$ cat config.mk
export PLATFORM = sky130hd
export DESIGN_NAME = stpc_div_cell
export DESIGN_NICKNAME = d
export VERILOG_FILES = /design/src/rtl/stpc_pkg.sv /design/src/rtl/stpc_div_cell.sv
export VERILOG_INCLUDE_DIRS = /design/src /design/src/rtl
export SDC_FILE = /design/constraint.sdc
export NUM_CORES = 1
export LEC_CHECK = 0
export ABC_AREA = 1
export BUFFER_PORTS_ARGS = -buffer_cell sky130_fd_sc_hd__buf_2
export CAP_MARGIN = 20
export CORE_AREA = 2 2 249 251
export DETAILED_ROUTE_END_ITERATION = 10
export DIE_AREA = 0 0 251 253
export GPL_ROUTABILITY_DRIVEN = 0
export SLEW_MARGIN = 15
export SYNTH_ARGS = -nofsm -noshare
export SYNTH_HDL_FRONTEND = slang
export SYNTH_SLANG_ARGS = --single-unit
$ cat constraint.sdc
create_clock -name clk -period 0.8 [get_ports clk]
set_input_delay 0.04 -clock clk [delete_from_list [all_inputs] [get_ports clk]]
set_output_delay 0.04 -clock clk [all_outputs]
set_load 0.05 [all_outputs]
$ cat src/rtl/sensor_temp_pressure_compensation_core_macros.svh
// ----------------------------------------------------------------------------
// Assertion macros for the compensation core
// Clocked, reset-gated same-cycle and next-cycle implication checks.
// ----------------------------------------------------------------------------
`ifndef SENSOR_TEMP_PRESSURE_COMPENSATION_CORE_MACROS_SVH
`define SENSOR_TEMP_PRESSURE_COMPENSATION_CORE_MACROS_SVH

// same-cycle implication
`define STPC_ASSERT_NOW(lbl, ck, rn, ante, cons) \
	lbl: assert property (@(posedge ck) disable iff (!rn) (ante) |-> (cons)) else $error("check failed");

// next-cycle implication
`define STPC_ASSERT_NEXT(lbl, ck, rn, ante, cons) \
	lbl: assert property (@(posedge ck) disable iff (!rn) (ante) |=> (cons)) else $error("check failed");

`endif

$ cat src/rtl/stpc_pkg.sv
// ----------------------------------------------------------------------------
// stpc_pkg
// Shared widths, register codes, constants and beat types of the core.
// ----------------------------------------------------------------------------
package stpc_pkg;

	localparam int RawW     = 20;
	localparam int CalW     = 48;
	localparam int OutW     = 32;
	localparam int CfgIdxW  = 8;
	localparam int DivW     = 64;
	localparam int DivCells = DivW;
	localparam int FrontStages = 12;
	localparam int BackStages  = 5;

	// register indexes
	localparam logic [CfgIdxW-1:0] REG_TEMP_CALIB    = 8'd0;
	localparam logic [CfgIdxW-1:0] REG_PRESS_CALIB_A = 8'd1;
	localparam logic [CfgIdxW-1:0] REG_PRESS_CALIB_B = 8'd2;
	localparam logic [CfgIdxW-1:0] REG_PRESS_CALIB_C = 8'd3;

	// formula constants
	localparam logic signed [32:0] FineOffset = 33'sd128000;
	localparam logic [20:0]        PressFull  = 21'd1048576;
	localparam logic [63:0]        PressScale = 64'd3125;
	localparam logic [63:0]        CalOffset  = 64'h0000_8000_0000_0000;
	localparam logic [31:0]        TempRound  = 32'd128;

	typedef struct packed {
		logic        [15:0] t1;
		logic signed [15:0] t2;
		logic signed [15:0] t3;
		logic        [15:0] p1;
		logic signed [15:0] p2;
		logic signed [15:0] p3;
		logic signed [15:0] p4;
		logic signed [15:0] p5;
		logic signed [15:0] p6;
		logic signed [15:0] p7;
		logic signed [15:0] p8;
		logic signed [15:0] p9;
	} calib_t;

	// values that ride along with the divider
	typedef struct packed {
		logic [31:0] temp;
		logic [31:0] fine;
		logic        neg;
		logic        dzero;
	} side_t;

	typedef struct packed {
		logic [DivW-1:0] rem;
		logic [DivW-1:0] num;
		logic [DivW-1:0] quo;
		logic [DivW-1:0] den;
		side_t           side;
	} div_t;

endpackage

$ cat src/rtl/stpc_div_cell.sv
// ----------------------------------------------------------------------------
// stpc_div_cell
// One restoring division step: yields one quotient bit and hands on.
// ----------------------------------------------------------------------------
`include "sensor_temp_pressure_compensation_core_macros.svh"

module stpc_div_cell (
	input  logic           clk,
	input  logic           arst_n,
	input  logic           en,
	input  logic           vin,
	input  stpc_pkg::div_t din,
	output logic           vout,
	output stpc_pkg::div_t dout
);

	logic [stpc_pkg::DivW:0] rem_sh;
	logic [stpc_pkg::DivW:0] diff;
	logic                    ge;
	stpc_pkg::div_t          nxt;

	// shift in next dividend bit, trial subtract
	always_comb begin
		rem_sh = {din.rem, din.num[stpc_pkg::DivW-1]};
		diff   = rem_sh - {1'b0, din.den};
		ge     = ~diff[stpc_pkg::DivW];
		nxt       = din;
		nxt.rem   = ge ? diff[stpc_pkg::DivW-1:0] : rem_sh[stpc_pkg::DivW-1:0];
		nxt.num   = {din.num[stpc_pkg::DivW-2:0], 1'b0};
		nxt.quo   = {din.quo[stpc_pkg::DivW-2:0], ge};
	end

	always_ff @(posedge clk or negedge arst_n) begin
		if (!arst_n) begin
			vout <= 1'b0;
		end else if (en) begin
			vout <= vin;
		end
	end

	always_ff @(posedge clk) begin
		if (en) begin
			dout <= nxt;
		end
	end

	`STPC_ASSERT_NOW(a_rem_below_den, clk, arst_n, vout && !dout.side.dzero, dout.rem < dout.den)

endmodule

## After elaboration in Yosys (flattened, before gate mapping)

Index checks and enable logic that the tools add are counted.

| storage, ports and cells | value |
|---|---|
| output and inout port bits | 323 |
| latch bits | 0 |
| word-level logic and storage cells | 12 |
| input port bits | 326 |
| bits in writable memories | 0 |
| ROM bits | 0 |
| flip-flop bits (word level) | 322 |
| memories kept | 0 |

| operators by class | value |
|---|---|
| $mul | 0 |
| add/sub/neg operators | 1 |
| div/mod/pow operators | 0 |
| shift operators | 0 |
| multiplexer cells | 1 |
| reductions and logical operators | 0 |
| magnitude comparators | 0 |
| eq/ne operators | 0 |
| bitwise operators | 1 |

Operators with widths:

| operator | number |
|---|---|
| 65-bit by 64-bit subtractor with 65-bit output | 1 |
| 64-bit 2-to-1 mux | 1 |
| 1-bit inverter | 1 |

## Logic depth before layout (Yosys ltp)

| depth | value |
|---|---|
| depth in word-level cells | 2 |
| mapped depth | 20 |
| mapped depth without buffers | 18 |

## Worst setup path after synthesis

Ideal clock, no wire load.

| timing | value |
|---|---|
| kind | in2reg |
| start | in din[257] (netlist name) |
| end | reg dout[299] (netlist name) (data pin) |
| stages on the path | 19 |
| slack | -1.289 ns |
| path buffers | 2 |
| library setup time | 0.252 ns |
| arrival time | 1.837 ns |
| data required time | 0.548 ns |
| path through | inv_1 ha_1 fa_1 inv_1 nand2_1 nand2_1 nand3_1 nand2_2 nand2_1 nand2_2 nand2_1 nand2_2 nand2_2 nand3_1 nand2_2 buf_12 buf_12 nand2_2 nand2_1 |

RTL lines:

| what | RTL line | source |
|---|---|---|
| start, declared | stpc_div_cell.sv:12 | `input stpc_pkg::div_t din,` |
| end signal, assigned | stpc_div_cell.sv:43 | `dout <= nxt;` |
| end, declared | stpc_div_cell.sv:14 | `output stpc_pkg::div_t dout` |

==> flow_metrics.env <==
export IMPL_cp_end_kind="flip-flop"
export IMPL_power_density_nw_per_um2=1916
export IMPL_syn_nets=2327
export IMPL_yosysWarnings=0
export IMPL_cap_violations=0
export IMPL_path_cells="buf_2, inv_1, ha_1, nand2_2, nor2_2, inv_1, nor2_4, nand2_4, nor4_4, nand2_4, nand3_4, nand2_8, buf_12, nand2_2, nand2_2"
export IMPL_final_cells=4134
export IMPL_ant_nets=0
export IMPL_fin_hold_ws_ns=-0.01063
export IMPL_dr_pass1_iters=7
export IMPL_syn_inst=1936
export IMPL_dp_cells=3701
export IMPL_layout_drive_gt1_share_pct=39.80
export IMPL_critical_path_class="input port to flip-flop"
export IMPL_synth_edf_count=321
export IMPL_post_place_ws_ns=-1.580
export IMPL_cp_slowest_cell="ha_1"
export IMPL_port_buffers=646
export IMPL_vdd_drop_max_v=0.001306
export IMPL_area_growth_pct=91.09
export IMPL_post_route_min_period_ns=1.705
export IMPL_start_kind="input port"
export IMPL_grt_pass1_wl_mm=119.6
export IMPL_htree_levels=2
export IMPL_path_clk_slew_ns=0.06
export IMPL_outcome="finished with violations"
export IMPL_crit_buf_inv=4
export IMPL_finalWirelength_mm=88.86
export IMPL_worst_path_most_repeated_cell="nand2_2"
export IMPL_ioPinCount=649
export IMPL_coreArea_um2=61030
export IMPL_crit_fanout=7
export IMPL_finalClockSkew_ns=0
export IMPL_rsz0062_at_grt="true"
export IMPL_drt_iter0_drc=1350
export IMPL_placed_area_um2=24320
export IMPL_cp_arrival_ns=2.02
export IMPL_avgSynthCellArea_um2=8.748
export IMPL_first_global_vias=18237
export IMPL_p_leak_nw=16.04
export IMPL_ys_seq_area_share_pct=57.06
export IMPL_overflow=0
export IMPL_reg2reg_setup_slack_ns=0.01
export IMPL_clock_latency_ns=0.57
export IMPL_max_stage_delay_ns=0.32
export IMPL_die_area_um2=63500
export IMPL_nNetsFinal=3692
export IMPL_synth_distinct_cells=34
export IMPL_crit_required_ns=1.12
export IMPL_hold_class="input port to flip-flop"
export IMPL_async_flop_share_pct=0.3106
export IMPL_start_util_pct=27.75
export IMPL_place_hpwl_mm=67.99
export IMPL_timing_hold_violations_final=1
export IMPL_clock_fmax_mhz=586.7
export IMPL_clock_sinks=322
export IMPL_violations="hold timing, setup timing"
export IMPL_antenna_found_initial=31
export IMPL_cts_buffer_depth=3
export IMPL_p_total_w=0.06202
export IMPL_via_per_inst=4.450
export IMPL_cp_top_family="simple AND/OR/NAND/NOR gates"
export IMPL_dr_total_vias=18396
export IMPL_synth_flop_cell="edfxtp_1"
export IMPL_finalCritPeriodShare_pct=213.1
export IMPL_final_area_um2=32360
export IMPL_report_final_setup_viol=387
export IMPL_fillers=5423
export IMPL_netlist_area_um2=16940
export IMPL_cts_buffers=40
export IMPL_die_w_um=251
export IMPL_die_y_um=253
export IMPL_grt_max_degree=27
export IMPL_multiInputGateArea_um2=6948
export IMPL_cts_root_buf="clkbuf_16"
export IMPL_cts_tree="yes"
export IMPL_grt_util_all_layers_pct=26.07
export IMPL_ys_seq_elements=322
export IMPL_regArea_um2=9666
export IMPL_route_detailed_drc=0
export IMPL_wl_per_cell_um=21.49
export IMPL_rows=91
export IMPL_slew_viol_final=0
export IMPL_fin_ws_ns=-0.9045
synthesized netlist by cell type, types with 2 or more instances:
| master | count | area (um^2) |
|---|---|---|
| a21oi_1 | 51 | 255.2 |
| and3_1 | 2 | 12.51 |
| buf_12 | 3 | 60.06 |
| buf_2 | 6 | 30.03 |
| buf_4 | 2 | 15.01 |
| buf_8 | 2 | 30.03 |
| edfxtp_1 | 321 | 9639 |
| ha_1 | 64 | 800.8 |
| inv_1 | 391 | 1468 |
| inv_2 | 4 | 15.01 |
| nand2_1 | 794 | 2980 |
| nand2_2 | 29 | 181.4 |
| nand3_1 | 70 | 350.3 |
| nand4_1 | 18 | 112.6 |
| nor2_1 | 103 | 386.6 |
| nor2_2 | 7 | 43.79 |
| nor3_1 | 12 | 60.06 |
| nor4_1 | 3 | 18.77 |
| o21ai_0 | 3 | 15.01 |
| o21bai_1 | 8 | 60.06 |
| xor2_1 | 30 | 262.8 |
sequential cells by signal, summed over array words and instances (netlist names):
name  cells
dout    321
vout      1
cells in the final DEF, fill, tap and decap left out, types with 24 or more instances in the layout:
cell type | netlist | layout
a21oi_1 | 51 | 34
buf_12 | 3 | 49
buf_2 | 6 | 321
buf_4 | 2 | 329
buf_6 | 1 | 295
clkbuf_16 | 0 | 49
dlygate4sd3_1 | 0 | 329
edfxtp_1 | 321 | 321
ha_1 | 64 | 24
ha_4 | 0 | 39
inv_1 | 391 | 382
nand2_1 | 794 | 679
nand2_2 | 29 | 102
nand2_4 | 1 | 42
nand3_1 | 70 | 55
nor2_1 | 103 | 86
xor2_1 | 30 | 30
report_power, final:
part           internal, W  total (W)  switching (W)
registers           0.0205     0.0215       0.000975
clock network       0.0104     0.0179        0.00754
logic              0.00919     0.0226         0.0134
final timing paths:
| kind | startpoint | end | depth (start not counted) |
|---|---|---|---|
| setup / recovery | din[109] | dout[303]$_DFFE_PP_ | 15 |
| hold / removal | en | vout$_DFFE_PN0P_ | 3 |
| setup reg to reg | vout$_DFFE_PN0P_ | vout$_DFFE_PN0P_ | 1 |
| hold reg to reg | vout$_DFFE_PN0P_ | vout$_DFFE_PN0P_ | 1 |
| max in group asynchronous | arst_n | vout$_DFFE_PN0P_ | 3 |
| min in group asynchronous | arst_n | vout$_DFFE_PN0P_ | 3 |
layout make-up:
type / count / area share, %
Timing Repair Buffer: 1335 / 36.95
Sequential cell: 322 / 29.87
Multi-Input combinational cell: 1206 / 21.47
Inverter: 396 / 4.632
Clock buffer: 48 / 3.251
Tap cell: 790 / 3.054
Clock inverter: 22 / 0.6650
Antenna cell: 15 / 0.1160
per-stage QoR:
stage | TNS [ns] | utilization (%)
CTS | -182.80 | 51.02
detailed placement | -115.57 | 39.84
global placement | -113.43 | 39.84
floorplan | -77.27 | -
global route | -193.79 | 52.99
finish | -180.59 | 53.03
per-layer routing:
layer | vias to the layer above | GRT usage, % | part of all wire [%]
li1 | 8812 | - | -
met1 | 8611 | 28.23 | 36
met2 | 748 | 47.93 | 51
met3 | 207 | 6.096 | 7.2
met4 | 18 | 12.26 | 5.4
met5 | - | 0 | 0.13
repair_timing:
action | 4_1_cts | 5_1_grt
setup endpoints to repair | 387 | 390
pin swaps | 1 | 33
endpoints found under the hold margin | 350 | 5
buffers inserted | 2 | 2
hold buffers | 325 | 5
resized for setup | 677 | 181
gates cloned | 2 | 13
cells by family after synthesis:
group                      synth area share (%)
buffers and inverters                     9.641
and+or+nand+nor                           24.81
muxes                                   0.06648
DFF                                       57.06
adders and majority gates                 4.846
xor gates and xnor gates                  1.603
AOI/OAI and AO/OA                         1.950
other                                   0.02214
Note: power is estimated with default switching activity, not from simulation.
